**config.mk**
```make
export PLATFORM = sky130hd
export DESIGN_NAME = cyrillic_text_to_lcd_nibbles_core
export DESIGN_NICKNAME = d
export VERILOG_FILES = /design/src/rtl/ctlcd_pkg.sv /design/src/rtl/ctlcd_front.sv /design/src/rtl/ctlcd_fifo.sv /design/src/rtl/ctlcd_back.sv /design/src/rtl/cyrillic_text_to_lcd_nibbles_core.sv
export VERILOG_INCLUDE_DIRS = /design/src /design/src/rtl
export SDC_FILE = /design/constraint.sdc
export NUM_CORES = 1
export LEC_CHECK = 0
export BUFFER_PORTS_ARGS = -buffer_cell sky130_fd_sc_hd__buf_2
export CORE_MARGIN = 2
export CORE_UTILIZATION = 46
export CTS_CLUSTER_SIZE = 16
export DETAILED_ROUTE_END_ITERATION = 7
export PLACE_DENSITY_LB_ADDON = 0.05
export SLEW_MARGIN = 15
export SYNTH_ARGS = -nofsm -noshare
export SYNTH_HDL_FRONTEND = slang
export SYNTH_HIERARCHICAL = 1
export SYNTH_SLANG_ARGS = --single-unit
export TNS_END_PERCENT = 5
```
**constraint.sdc**
```tcl
create_clock -name clk_i -period 2.1 [get_ports clk_i]
set_input_delay 0 -clock clk_i [delete_from_list [all_inputs] [get_ports clk_i]]
set_output_delay 0 -clock clk_i [all_outputs]
set_load 0.005 [all_outputs]
```
**src/rtl/cyrillic_text_to_lcd_nibbles_core_defines.svh**
```systemverilog
// Assertion macros for the nibble converter RTL.
// Depends on clk_i and rst_ni being visible where the macros are used.
`ifndef CYRILLIC_TEXT_TO_LCD_NIBBLES_CORE_DEFINES_SVH
`define CYRILLIC_TEXT_TO_LCD_NIBBLES_CORE_DEFINES_SVH

// A property that must hold in every cycle out of reset.
`define CTL_ASSERT(name, prop, msg) \
  name: assert property (@(posedge clk_i) disable iff (!rst_ni) (prop)) else $error(msg);

// When the trigger holds, the consequence must hold in the following cycle.
`define CTL_ASSERT_NEXT(name, trig, cons, msg) \
  name: assert property (@(posedge clk_i) disable iff (!rst_ni) (trig) |=> (cons)) \
    else $error(msg);

`endif

```
**src/rtl/ctlcd_pkg.sv**
```systemverilog
// Shared types, byte codes and the character ROM mapping for the converter.
// No dependencies.
package ctlcd_pkg;

  localparam logic [7:0] LEAD_D0 = 8'hD0;
  localparam logic [7:0] LEAD_D1 = 8'hD1;
  localparam logic [7:0] CONT_YO = 8'h91;
  localparam logic [7:0] CONT_ES = 8'h81;
  localparam logic [7:0] CODE_YO = 8'hF1;
  localparam logic [7:0] CODE_ES = 8'hF2;

  localparam int unsigned FIFO_PTR_W = 1;
  localparam int unsigned FIFO_DEPTH = 2 ** FIFO_PTR_W;
  localparam int unsigned FIFO_CNT_W = FIFO_PTR_W + 1;

  // One byte waiting to be sent on the bus.
  typedef struct packed {
    logic [7:0] code;
    logic       rs;
  } entry_t;

  function automatic logic [7:0] rom_code(input logic [7:0] c);
    logic [7:0] r;
    unique case (c)
      8'h90: r = 8'h41;  8'h91: r = 8'hA0;  8'h92: r = 8'h42;
      8'h93: r = 8'hA1;  8'h94: r = 8'hE0;  8'h95: r = 8'h45;
      8'h81: r = 8'hA2;  8'h96: r = 8'hA3;  8'h97: r = 8'hA4;
      8'h98: r = 8'hA5;  8'h99: r = 8'hA6;  8'h9A: r = 8'h4B;
      8'h9B: r = 8'hA7;  8'h9C: r = 8'h4D;  8'h9D: r = 8'h48;
      8'h9E: r = 8'h4F;  8'h9F: r = 8'hA8;  8'hA0: r = 8'h50;
      8'hA1: r = 8'h43;  8'hA2: r = 8'h54;  8'hA3: r = 8'hA9;
      8'hA4: r = 8'hAA;  8'hA5: r = 8'h58;  8'hA6: r = 8'hE1;
      8'hA7: r = 8'hAB;  8'hA8: r = 8'hAC;  8'hA9: r = 8'hE2;
      8'hAA: r = 8'hAD;  8'hAB: r = 8'hAE;  8'hAC: r = 8'hC4;
      8'hAD: r = 8'hAF;  8'hAE: r = 8'hB0;  8'hAF: r = 8'hB1;
      8'hB0: r = 8'h61;  8'hB1: r = 8'hB2;  8'hB2: r = 8'hB3;
      8'hB3: r = 8'hB4;  8'hB4: r = 8'h67;  8'hB5: r = 8'h65;
      8'hBE: r = 8'h6F;  8'hBF: r = 8'hBE;
      8'hF1: r = 8'hB5;  8'h80: r = 8'h70;  8'hF2: r = 8'h63;
      8'h82: r = 8'hBF;  8'h83: r = 8'h79;  8'h84: r = 8'hE4;
      8'h85: r = 8'h78;  8'h86: r = 8'hE5;  8'h87: r = 8'hC0;
      8'h88: r = 8'hC1;  8'h89: r = 8'hE6;  8'h8A: r = 8'hC2;
      8'h8B: r = 8'hC3;  8'h8C: r = 8'hC4;  8'h8D: r = 8'hC5;
      8'h8E: r = 8'hC6;  8'h8F: r = 8'hC7;
      default: r = c;
    endcase
    return r;
  endfunction

endpackage

```
**src/rtl/ctlcd_front.sv**
```systemverilog
// Front end: accepts input bytes, tracks the 0xD1 lead byte and transcodes text.
// Depends on ctlcd_pkg.
module ctlcd_front (
  input  logic              clk_i,
  input  logic              rst_ni,
  input  logic              in_valid_i,
  output logic              in_ready_o,
  input  logic              action_i,
  input  logic [7:0]        code_byte_i,
  input  logic              q_full_i,
  output logic              push_o,
  output ctlcd_pkg::entry_t push_entry_o
);
  import ctlcd_pkg::*;

  logic       lead_q, lead_d;
  logic       accept;
  logic       is_lead;
  logic [7:0] remap;
  logic [7:0] mapped;

  assign in_ready_o = !q_full_i;
  assign accept     = in_valid_i && in_ready_o;
  assign is_lead    = (code_byte_i == LEAD_D0) || (code_byte_i == LEAD_D1);

  always_comb begin
    remap = code_byte_i;
    if (lead_q && code_byte_i == CONT_YO) begin
      remap = CODE_YO;
    end else if (lead_q && code_byte_i == CONT_ES) begin
      remap = CODE_ES;
    end
    mapped = rom_code(remap);
  end

  always_comb begin
    lead_d = lead_q;
    if (accept && !action_i) begin
      if (code_byte_i == LEAD_D1) begin
        lead_d = 1'b1;
      end else if (code_byte_i != LEAD_D0) begin
        lead_d = 1'b0;
      end
    end
  end

  // Lead bytes and text that maps to zero are absorbed here.
  assign push_o = accept && (action_i || (!is_lead && mapped != 8'h00));
  assign push_entry_o.code = action_i ? code_byte_i : mapped;
  assign push_entry_o.rs   = !action_i;

  always_ff @(posedge clk_i or negedge rst_ni) begin
    if (!rst_ni) begin
      lead_q <= 1'b0;
    end else begin
      lead_q <= lead_d;
    end
  end

endmodule

```
**src/rtl/ctlcd_fifo.sv**
```systemverilog
// Short queue of bytes between the front end and the nibble sequencer.
// Depends on ctlcd_pkg.
module ctlcd_fifo (
  input  logic              clk_i,
  input  logic              rst_ni,
  input  logic              push_i,
  input  ctlcd_pkg::entry_t push_entry_i,
  output logic              full_o,
  input  logic              pop_i,
  output logic              valid_o,
  output ctlcd_pkg::entry_t head_o
);
  import ctlcd_pkg::*;

  entry_t                mem_q [FIFO_DEPTH];
  logic [FIFO_PTR_W-1:0] wr_q, wr_d, rd_q, rd_d;
  logic [FIFO_CNT_W-1:0] cnt_q, cnt_d;

  assign full_o  = (cnt_q == FIFO_CNT_W'(FIFO_DEPTH));
  assign valid_o = (cnt_q != '0);
  assign head_o  = mem_q[rd_q];

  always_comb begin
    wr_d  = push_i ? wr_q + 1'b1 : wr_q;
    rd_d  = pop_i ? rd_q + 1'b1 : rd_q;
    cnt_d = cnt_q + FIFO_CNT_W'(push_i) - FIFO_CNT_W'(pop_i);
  end

  always_ff @(posedge clk_i) begin
    if (push_i) begin
      mem_q[wr_q] <= push_entry_i;
    end
  end

  always_ff @(posedge clk_i or negedge rst_ni) begin
    if (!rst_ni) begin
      wr_q  <= '0;
      rd_q  <= '0;
      cnt_q <= '0;
    end else begin
      wr_q  <= wr_d;
      rd_q  <= rd_d;
      cnt_q <= cnt_d;
    end
  end

endmodule

```
**src/rtl/ctlcd_back.sv**
```systemverilog
// Back end: sends each queued byte as two nibble transfers, high nibble first.
// Depends on ctlcd_pkg and the assertion macro header.
`include "cyrillic_text_to_lcd_nibbles_core_defines.svh"
module ctlcd_back (
  input  logic              clk_i,
  input  logic              rst_ni,
  input  logic              q_valid_i,
  input  ctlcd_pkg::entry_t q_head_i,
  output logic              pop_o,
  output logic              out_valid_o,
  input  logic              out_ready_i,
  output logic [3:0]        nibble_o,
  output logic              rs_o,
  output logic              last_o
);
  import ctlcd_pkg::*;

  logic       valid_q, valid_d;
  logic       low_q, low_d;
  logic [7:0] code_q, code_d;
  logic       rs_q, rs_d;
  logic       xfer;

  assign xfer  = valid_q && out_ready_i;
  // A new byte is loaded when the register is empty or its low nibble leaves.
  assign pop_o = q_valid_i && (!valid_q || (xfer && low_q));

  always_comb begin
    valid_d = valid_q;
    low_d   = low_q;
    code_d  = code_q;
    rs_d    = rs_q;
    if (pop_o) begin
      valid_d = 1'b1;
      low_d   = 1'b0;
      code_d  = q_head_i.code;
      rs_d    = q_head_i.rs;
    end else if (xfer) begin
      if (low_q) begin
        valid_d = 1'b0;
      end else begin
        low_d = 1'b1;
      end
    end
  end

  always_ff @(posedge clk_i or negedge rst_ni) begin
    if (!rst_ni) begin
      valid_q <= 1'b0;
      low_q   <= 1'b0;
      code_q  <= '0;
      rs_q    <= 1'b0;
    end else begin
      valid_q <= valid_d;
      low_q   <= low_d;
      code_q  <= code_d;
      rs_q    <= rs_d;
    end
  end

  assign out_valid_o = valid_q;
  assign nibble_o    = low_q ? code_q[3:0] : code_q[7:4];
  assign rs_o        = rs_q;
  assign last_o      = low_q;

  `CTL_ASSERT_NEXT(a_high_then_low, xfer && !low_q, valid_q && low_q,
                   "high nibble was not followed by its low nibble")
  `CTL_ASSERT_NEXT(a_byte_held, xfer && !low_q, code_q == $past(code_q) && rs_q == $past(rs_q),
                   "byte changed between its two nibbles")
  `CTL_ASSERT_NEXT(a_drain_empty, xfer && low_q && !q_valid_i, !valid_q,
                   "output stayed valid with nothing queued")

endmodule

```
**src/rtl/cyrillic_text_to_lcd_nibbles_core.sv**
```systemverilog
// Top level of the UTF-8 Cyrillic to 4-bit character display converter.
// Depends on ctlcd_pkg, ctlcd_front, ctlcd_fifo and ctlcd_back.
//
//   Channel   Dir   tdata             tuser              tlast
//   s_axis    in    code_byte[7:0]    action             -
//   m_axis    out   nibble[3:0]       register_select    last
//
// Each sent byte leaves as two nibble transfers, high nibble first, so the
// nibble sequencer sets the pace at which bytes may be accepted.
// Lead bytes and dropped text are accepted but give no transfer.
// A two-entry queue parts the front end from the sequencer; input stalls
// only when it is full. Reset is asynchronous, active low, and clears the
// lead flag, the queue and the output valid.
module cyrillic_text_to_lcd_nibbles_core (
  input  logic       clk_i,
  input  logic       rst_ni,
  input  logic       s_axis_tvalid,
  output logic       s_axis_tready,
  input  logic [7:0] s_axis_tdata,  // [7:0] code_byte
  input  logic       s_axis_tuser,  // [0] action
  output logic       m_axis_tvalid,
  input  logic       m_axis_tready,
  output logic [7:0] m_axis_tdata,  // [3:0] nibble, [7:4] zero
  output logic       m_axis_tuser,  // [0] register_select
  output logic       m_axis_tlast
);
  import ctlcd_pkg::*;

  logic       q_full;
  logic       push;
  entry_t     push_entry;
  logic       pop;
  logic       q_valid;
  entry_t     q_head;
  logic [3:0] nibble;

  ctlcd_front u_front (
    .clk_i        (clk_i),
    .rst_ni       (rst_ni),
    .in_valid_i   (s_axis_tvalid),
    .in_ready_o   (s_axis_tready),
    .action_i     (s_axis_tuser),
    .code_byte_i  (s_axis_tdata),
    .q_full_i     (q_full),
    .push_o       (push),
    .push_entry_o (push_entry)
  );

  ctlcd_fifo u_fifo (
    .clk_i        (clk_i),
    .rst_ni       (rst_ni),
    .push_i       (push),
    .push_entry_i (push_entry),
    .full_o       (q_full),
    .pop_i        (pop),
    .valid_o      (q_valid),
    .head_o       (q_head)
  );

  ctlcd_back u_back (
    .clk_i       (clk_i),
    .rst_ni      (rst_ni),
    .q_valid_i   (q_valid),
    .q_head_i    (q_head),
    .pop_o       (pop),
    .out_valid_o (m_axis_tvalid),
    .out_ready_i (m_axis_tready),
    .nibble_o    (nibble),
    .rs_o        (m_axis_tuser),
    .last_o      (m_axis_tlast)
  );

  assign m_axis_tdata = {4'b0000, nibble};

endmodule
```
==> impl_metrics.json, run 1 <==
{
  "grt_max_degree": 17,
  "slew_violations": 0,
  "start_util": 0.4793,
  "final_nets": 384,
  "die_h_um": 83.01,
  "grt_pass1_vias": 2570,
  "cts-buffers-inserted": 5,
  "grt_pass1_wl_mm": 12.81,
  "hp-class": "primary input to flop",
  "tightest_slew_ns": 0.5584,
  "pre_cts_ws_ns": -0.06105,
  "period_minus_slack_ns": 2.116,
  "io_pins": 25,
  "fin_skew_ns": 0.006889,
  "yosys_warnings": 6,
  "timing.rr.end": "u_fifo/mem_q[1][5]",
  "clock_path_buffers": 2,
  "synth_top_area_cell": "edfxtp_1",
  "grt-ovfl-total": 0,
  "async_flop_share": 0.4706,
  "core-area_mm2": 0.005991,
  "dr.pass1.iters": 5,
  "synthTopCellsByArea": "edfxtp_1 19%, dfrtp_1 14%, mux2_4 11%",
  "synth-main-ff-cell": "edfxtp_1",
  "synth_common_cells": "24 x nand2_1, 22 x a21oi_1, 21 x mux2_4, 19 x o21ai_0, 18 x edfxtp_1",
  "setup_slack_ns": -0.01604,
  "place_congestion": 1.007,
  "synthCells": 302,
  "p_leak_uw": 0.001527,
  "drcViolationCount": 0,
  "cp-startpoint": "u_front/lead_q",
  "synth_area_per_cell_um2": 9.508,
  "clkLatencyLatePin_ns": 0.27,
  "endpoint_kind": "flop",
  "critPathKind": "flop to flop",
  "violations": "negative setup slack",
  "clkSinkCount": 34,
  "dp_hpwl_mm": 6.242,
  "num_rows": 28,
  "maxCapViolCount": 0,
  "utilization": 0.5984,
  "clockRootBuffer": "clkbuf_8",
  "r2r_slack_ns": -0.02,
  "p_per_area_mw_per_mm2": 817.8,
  "h-tree-depth": 2,
  "min_period_over_period": 1.008,
  "cts_tree": "yes",
  "drtAntennaViolNets": 0,
  "finalHoldViolations": 0,
  "startpoint_type": "flop",
  "synth-edff-count": 18,
  "hp-start": "s_axis_tuser",
  "nFillCells": 543,
  "layout-drive-gt1-share": 0.3821,
  "critPathMaxFanout": 6,
  "gr-usage-all-layers": 0.2267,
  "arrival_ns": 2.14,
  "vias_per_cell": 5.950,
  "peakVddDrop_v": 0.0006195,
  "synth_seq_cells": 34,
  "drt_iter0_drc": 143,
  "antenna_found_initial": 0,
  "finalSetupViolations": 6,
  "rr_worst_depth": 7,
  "max_freq_ghz": 0.4726,
  "synth.distinct_cells": 70,
  "path_clk_slew_ns": 0.07,
  "wire_per_inst_um": 18.05,
  "die_w_um": 83.01,
  "synth.most_common_cell": "nand2_1",
  "hold_path_end": "u_fifo/mem_q[0][0]",
  "status": "finished, violations left",
  "maxSlewHeadroom": 0.6277,
  "diodes": 0,
  "timing.rr.start": "u_front/lead_q",
  "min_path_cells": 2,
  "numPortBuffers": 20,
  "synth-seq-area-share": 0.3277,
  "syn_area_mm2": 0.002872,
  "die-area_mm2": 0.006891,
  "vias": 2642,
  "routed_wl_mm": 8.014,
  "area_growth_pct": 24.84,
  "grt_setup_unrepaired": "yes",
  "synth_top_area_share": 0.1882,
  "cp.required_ns": 2.12
}
layout make-up:
| cell class | count | area [um^2] | share of cell area |
|---|---|---|---|
| clock inverter | 2 | 10.01 | 0.002792 |
| clock buffer | 5 | 68.82 | 0.01920 |
| sequential | 34 | 940.9 | 0.2625 |
| inverter | 12 | 45.04 | 0.01257 |
| timing repair buffer | 86 | 631.9 | 0.1763 |
| tap | 75 | 93.84 | 0.02618 |
| multi-input combinational | 230 | 1794 | 0.5005 |
routing by layer:
| metal | routed length (um) | GRT usage | part of all wire | vias to the layer above |
|---|---|---|---|---|
| met5 | 0 | 0 | 0 | - |
| met4 | 316 | 0.1371 | 0.039 | 0 |
| met3 | 511 | 0.01292 | 0.064 | 31 |
| met2 | 3930 | 0.3834 | 0.49 | 122 |
| met1 | 3255 | 0.2837 | 0.41 | 1239 |
| li1 | - | - | - | 1250 |
report_power, final:
group	total [uW]	internal (uW)	switching, uW
combinational	1370	818	553
clock	436	222	214
sequential	1120	965	160
state kept, by name, summed over array words and instances (netlist names):
name                flops
u_fifo/rd_q             1
u_back/code_q           8
u_back/out_valid_o      1
u_front/lead_q          1
u_back/rs_o             1
u_fifo/mem_q           18
u_fifo/wr_q             1
u_fifo/cnt_q            2
u_back/last_o           1
through the flow:
step                      total power [uW]  hold WS, ns  instance area, um^2  cells   TNS, ns
after floorplan                       2097      -0.2956                 2884    305         0
after global placement                2454     -0.05651                 3374    431   -0.4156
after detailed placement              2485     -0.05329                 3374    431   -0.6832
after CTS                             2930       0.1490                 3480    440         0
after global routing                  3118       0.1652                 3585    444   -0.2943
final                                 2932       0.1694                 3585    444  -0.04909
worst max-delay path by stage:
stage                                    end  slack [ns]  cells past startpoint
after floorplan           u_fifo/mem_q[0][3]        0.01                      7
after global placement    u_fifo/mem_q[1][3]       -0.05                      7
after detailed placement  u_fifo/mem_q[0][4]       -0.06                      8
after CTS                 u_fifo/mem_q[1][4]       0.007                      7
after global routing      u_fifo/mem_q[0][5]       -0.05                      7
final                     u_fifo/mem_q[1][5]       -0.02                      7
critical path, cell delays in order, from the launching register on:
cell and delay (ns):
dfrtp_1 0.40, buf_6 0.14, and2_4 0.14, buf_6 0.11, o311a_4 0.32, a41oi_4 0.31, buf_6 0.15, mux2_4 0.29
timing repair:
item | CTS | global route
setup buffers | 0 | 4
setup endpoints to repair | 2 | 15
pin swaps | 0 | 4
hold buffers | 2 | 0
resized for setup | 1 | 15
hold endpoints to repair | 17 | 0
cell families after synthesis:
group,Yosys count,synth area share
flops,34,0.3277
mux,29,0.1399
fa+ha+maj,2,0.008713
buf+inv,41,0.07320
xor+xnor,4,0.01743
compound gates,86,0.2074
other cells,1,0.001306
simple gates,105,0.2244
placed cells by master, fill, tap and decap left out, types with 3 or more instances in the layout:
| cell type | Yosys | final |
|---|---|---|
| buf_2 | 9 | 20 |
| nor3_1 | 7 | 7 |
| nand3_1 | 7 | 7 |
| clkbuf_8 | 0 | 5 |
| a21oi_1 | 22 | 21 |
| o22ai_1 | 3 | 3 |
| inv_1 | 11 | 11 |
| nor2b_1 | 10 | 10 |
| o21ai_0 | 19 | 19 |
| buf_6 | 4 | 5 |
| nor2_1 | 16 | 16 |
| mux2_4 | 21 | 21 |
| or2_2 | 3 | 3 |
| nand2b_1 | 8 | 8 |
| buf_4 | 4 | 58 |
| conb_1 | 1 | 4 |
| a31oi_1 | 5 | 5 |
| and3_1 | 3 | 3 |
| nand2_1 | 24 | 24 |
| dfrtp_1 | 16 | 16 |
| o211ai_1 | 6 | 6 |
| edfxtp_1 | 18 | 18 |
| mux2_2 | 5 | 5 |
Note: power is estimated with default switching activity, not from simulation.
==> run 2, diff against run 1 <==
--- a/config.mk
+++ b/config.mk
@@ -6,6 +6,7 @@
 export SDC_FILE = /design/constraint.sdc
 export NUM_CORES = 1
 export LEC_CHECK = 0
+export ABC_AREA = 1
 export BUFFER_PORTS_ARGS = -buffer_cell sky130_fd_sc_hd__buf_2
 export CORE_MARGIN = 2
 export CORE_UTILIZATION = 46
==> impl_metrics.json, run 2 <==
{
  "p_leak_uw": 0.002471,
  "antenna_found_initial": 0,
  "routed_wl_mm": 10.57,
  "critPathMaxFanout": 5,
  "synth_compound_area_frac": 0.1068,
  "max_freq_ghz": 0.3385,
  "h-tree-depth": 2,
  "nFillCells": 606,
  "placed_area_mm2": 0.003886,
  "die_h_um": 86.63,
  "die_w_um": 86.63,
  "largest_register": "u_fifo/mem_q",
  "finalSetupViolations": 37,
  "yosys_warnings": 6,
  "start_util": 0.4700,
  "cp.required_ns": 2.11,
  "grt_pass1_vias": 3255,
  "final_cell_mix": "130 x nand2_1, 96 x buf_4, 45 x inv_1, 38 x nand3_1, 34 x nor2_1",
  "status": "finished, violations left",
  "endpoint_kind": "flop",
  "clockRootBuffer": "clkbuf_8",
  "drcViolationCount": 0,
  "layout-drive-gt1-share": 0.3829,
  "core-area_mm2": 0.006681,
  "num_rows": 30,
  "place_congestion": 1.040,
  "synth-main-ff-cell": "edfxtp_1",
  "p_per_area_mw_per_mm2": 721.7,
  "worstPathCellList": "inv_2 -> nor2_4 -> nand2_4 -> nand2_4 -> nand3_1 -> nor2_4 -> buf_4 -> buf_4 -> nand2_1 -> nand4_1 -> nor2_1 -> nand2_1 -> nor2_1 -> nand2_2 -> nand2_2 -> nand2_2 -> nor2_2 -> nand2_1 -> nand2_1 -> a21oi_2 -> inv_2 -> nor2_4 -> clkbuf_16",
  "area_growth_pct": 41.08,
  "report.power.total_uw": 3197,
  "cts_tree": "yes",
  "period_minus_slack_ns": 2.954,
  "largest_reg_flops": 18,
  "yosys-mux-area-fraction": 0,
  "clock_path_buffers": 2,
  "grt_max_degree": 20,
  "synth_top_area_cell": "edfxtp_1",
  "cts-buffers-inserted": 5,
  "syn_area_mm2": 0.003141,
  "yosys.area_share.simple": 0.4602,
  "gr-usage-all-layers": 0.2843,
  "finalHoldViolations": 0,
  "numPortBuffers": 20,
  "utilization": 0.6631,
  "top_regs": "u_fifo/mem_q: 18 flops, u_back/code_q: 8 flops, u_fifo/cnt_q: 2 flops",
  "hp-class": "primary input to flop",
  "path_common_cell": "nand2_1",
  "grt_pass1_wl_mm": 16.40,
  "min_period_over_period": 1.407,
  "dp_cells": 637,
  "dp_hpwl_mm": 8.019,
  "maxCapViolCount": 0,
  "final_nets": 599,
  "slew_violations": 0,
  "clkSinkCount": 34,
  "synth.distinct_cells": 42,
  "async_flop_share": 0.4706,
  "final_common_cell": "nand2_1",
  "vias_per_cell": 5.281,
  "startpoint_type": "flop",
  "synth_common_cells": "144 x nand2_1, 48 x inv_1, 47 x nand3_1, 43 x nor2_1, 29 x o21ai_0",
  "grt_setup_unrepaired": "yes",
  "synth_seq_cells": 34,
  "io_pins": 25,
  "synthCells": 463,
  "synth_top_family_by_area": "simple AND/OR/NAND/NOR gates",
  "dr.pass1.iters": 5,
  "peakVddDrop_v": 0.0007457,
  "stdcell_area_mm2": 0.004431,
  "setup_slack_ns": -0.8543,
  "clkLatencyLatePin_ns": 0.29,
  "arrival_ns": 2.97,
  "fin_skew_ns": 0.004740,
  "drtAntennaViolNets": 0,
  "wire_per_inst_um": 15.90,
  "maxSlewHeadroom": 0.4299,
  "max_stage_delay_ns": 0.37,
  "die-area_mm2": 0.007504,
  "synth_xor_xnor_area_share": 0.005578,
  "tightest_slew_ns": 0.8486,
  "synth.most_common_cell": "nand2_1",
  "whs_ns": 0.1096,
  "drt_iter0_drc": 305,
  "synthTopCellsByArea": "edfxtp_1 17%, nand2_1 17%, dfrtp_1 13%",
  "diodes": 0,
  "vias": 3512,
  "critPathKind": "flop to flop",
  "path_clk_slew_ns": 0.07,
  "grt-ovfl-total": 0,
  "final_cells": 665,
  "synth_area_per_cell_um2": 6.783,
  "violations": "negative setup slack",
  "synth-seq-area-share": 0.2996,
  "synthAdderAreaFrac": 0.007968,
  "synth-edff-count": 18,
  "synth_top_area_share": 0.1721,
  "crit_path_top_delay_cell": "dfrtp_1"
}
==> run 2: cell count changes after synthesis, moves of 8 or more <==
cell,change
o21ai_0,+10
mux2_4,-21
nand4_1,+10
a21oi_1,-16
inv_2,+13
inv_1,+37
nand2_1,+120
nor2_1,+27
clkbuf_1,-8
nand2b_1,-8
nand3_1,+40
nor2b_1,-9
==> run 2: where the power goes <==
| group | switching (uW) | internal [uW] | total (uW) |
|---|---|---|---|
| sequential | 160 | 966 | 1130 |
| combinational | 789 | 556 | 1350 |
| clock | 249 | 476 | 725 |
==> run 2: path summary, 6_finish.rpt <==
check                                  from            endpoint  slack [ns]  cells past startpoint
min in group asynchronous            rst_ni    u_back/code_q[3]        0.15                      2
min                         s_axis_tdata[6]  u_fifo/mem_q[0][7]        0.11                      3
max                          u_front/lead_q  u_fifo/mem_q[0][4]       -0.85                     23
min reg2reg                u_back/code_q[0]    u_back/code_q[0]        0.48                      2
max reg2reg                  u_front/lead_q  u_fifo/mem_q[0][4]       -0.85                     23
max in group asynchronous            rst_ni      u_front/lead_q        1.68                      2
==> run 2: final cells by class <==
type / count / area (um^2) / area share
clock buffers: 5 / 68.82 / 0.01553
clock inverters: 3 / 68.82 / 0.01553
inverters: 62 / 236.5 / 0.05337
multi-input cells: 356 / 2064 / 0.4660
flip-flops and latches: 34 / 940.9 / 0.2124
well taps: 80 / 100.1 / 0.02259
repair buffers: 125 / 950.9 / 0.2146
==> run 2: cell families (layout without fill, tap and decap cells) <==
group / count (synthesis) / in the layout
and+or+nand+nor: 290 / 292
buffers and inverters: 78 / 195
AOI/OAI and AO/OA: 56 / 56
DFF: 34 / 34
adders and majority gates: 2 / 2
xor gates and xnor gates: 2 / 2
other: 1 / 4
==> run 2: metal layers <==
metal / global-route usage / wire length [um] / vias to the layer above
li1: - / - / 1753
met1: 0.4259 / 4979 / 1592
met2: 0.4189 / 4607 / 153
met3: 0.05905 / 869 / 14
met4: 0.06534 / 114 / 0
met5: 0 / 0 / -
==> run 2: repair_timing <==
action | in CTS | in global routing
pin swaps | 11 | 29
gates resized for setup | 24 | 37
endpoints found under the hold margin | 17 | 0
gates cloned | 1 | 2
hold buffers | 2 | 0
setup endpoints to repair | 37 | 37
setup buffers | 6 | 9
==> run 2: through the flow <==
| stage | worst slack (ns) | setup TNS, ns |
|---|---|---|
| floorplan | -0.4967 | -8.976 |
| global placement | -0.8409 | -20.30 |
| detailed placement | -0.8812 | -21.37 |
| CTS | -0.8179 | -19.54 |
| global route | -1.030 | -25.84 |
| finish | -0.8543 | -20.15 |
==> run 2: worst max-delay path: cells and delay by family (launching register included) <==
family                 cells  cell delay [ns]
and+or+nand+nor           17             1.56
AOI/OAI and AO/OA          1             0.18
buffers and inverters      5             0.55
DFF                        1             0.37
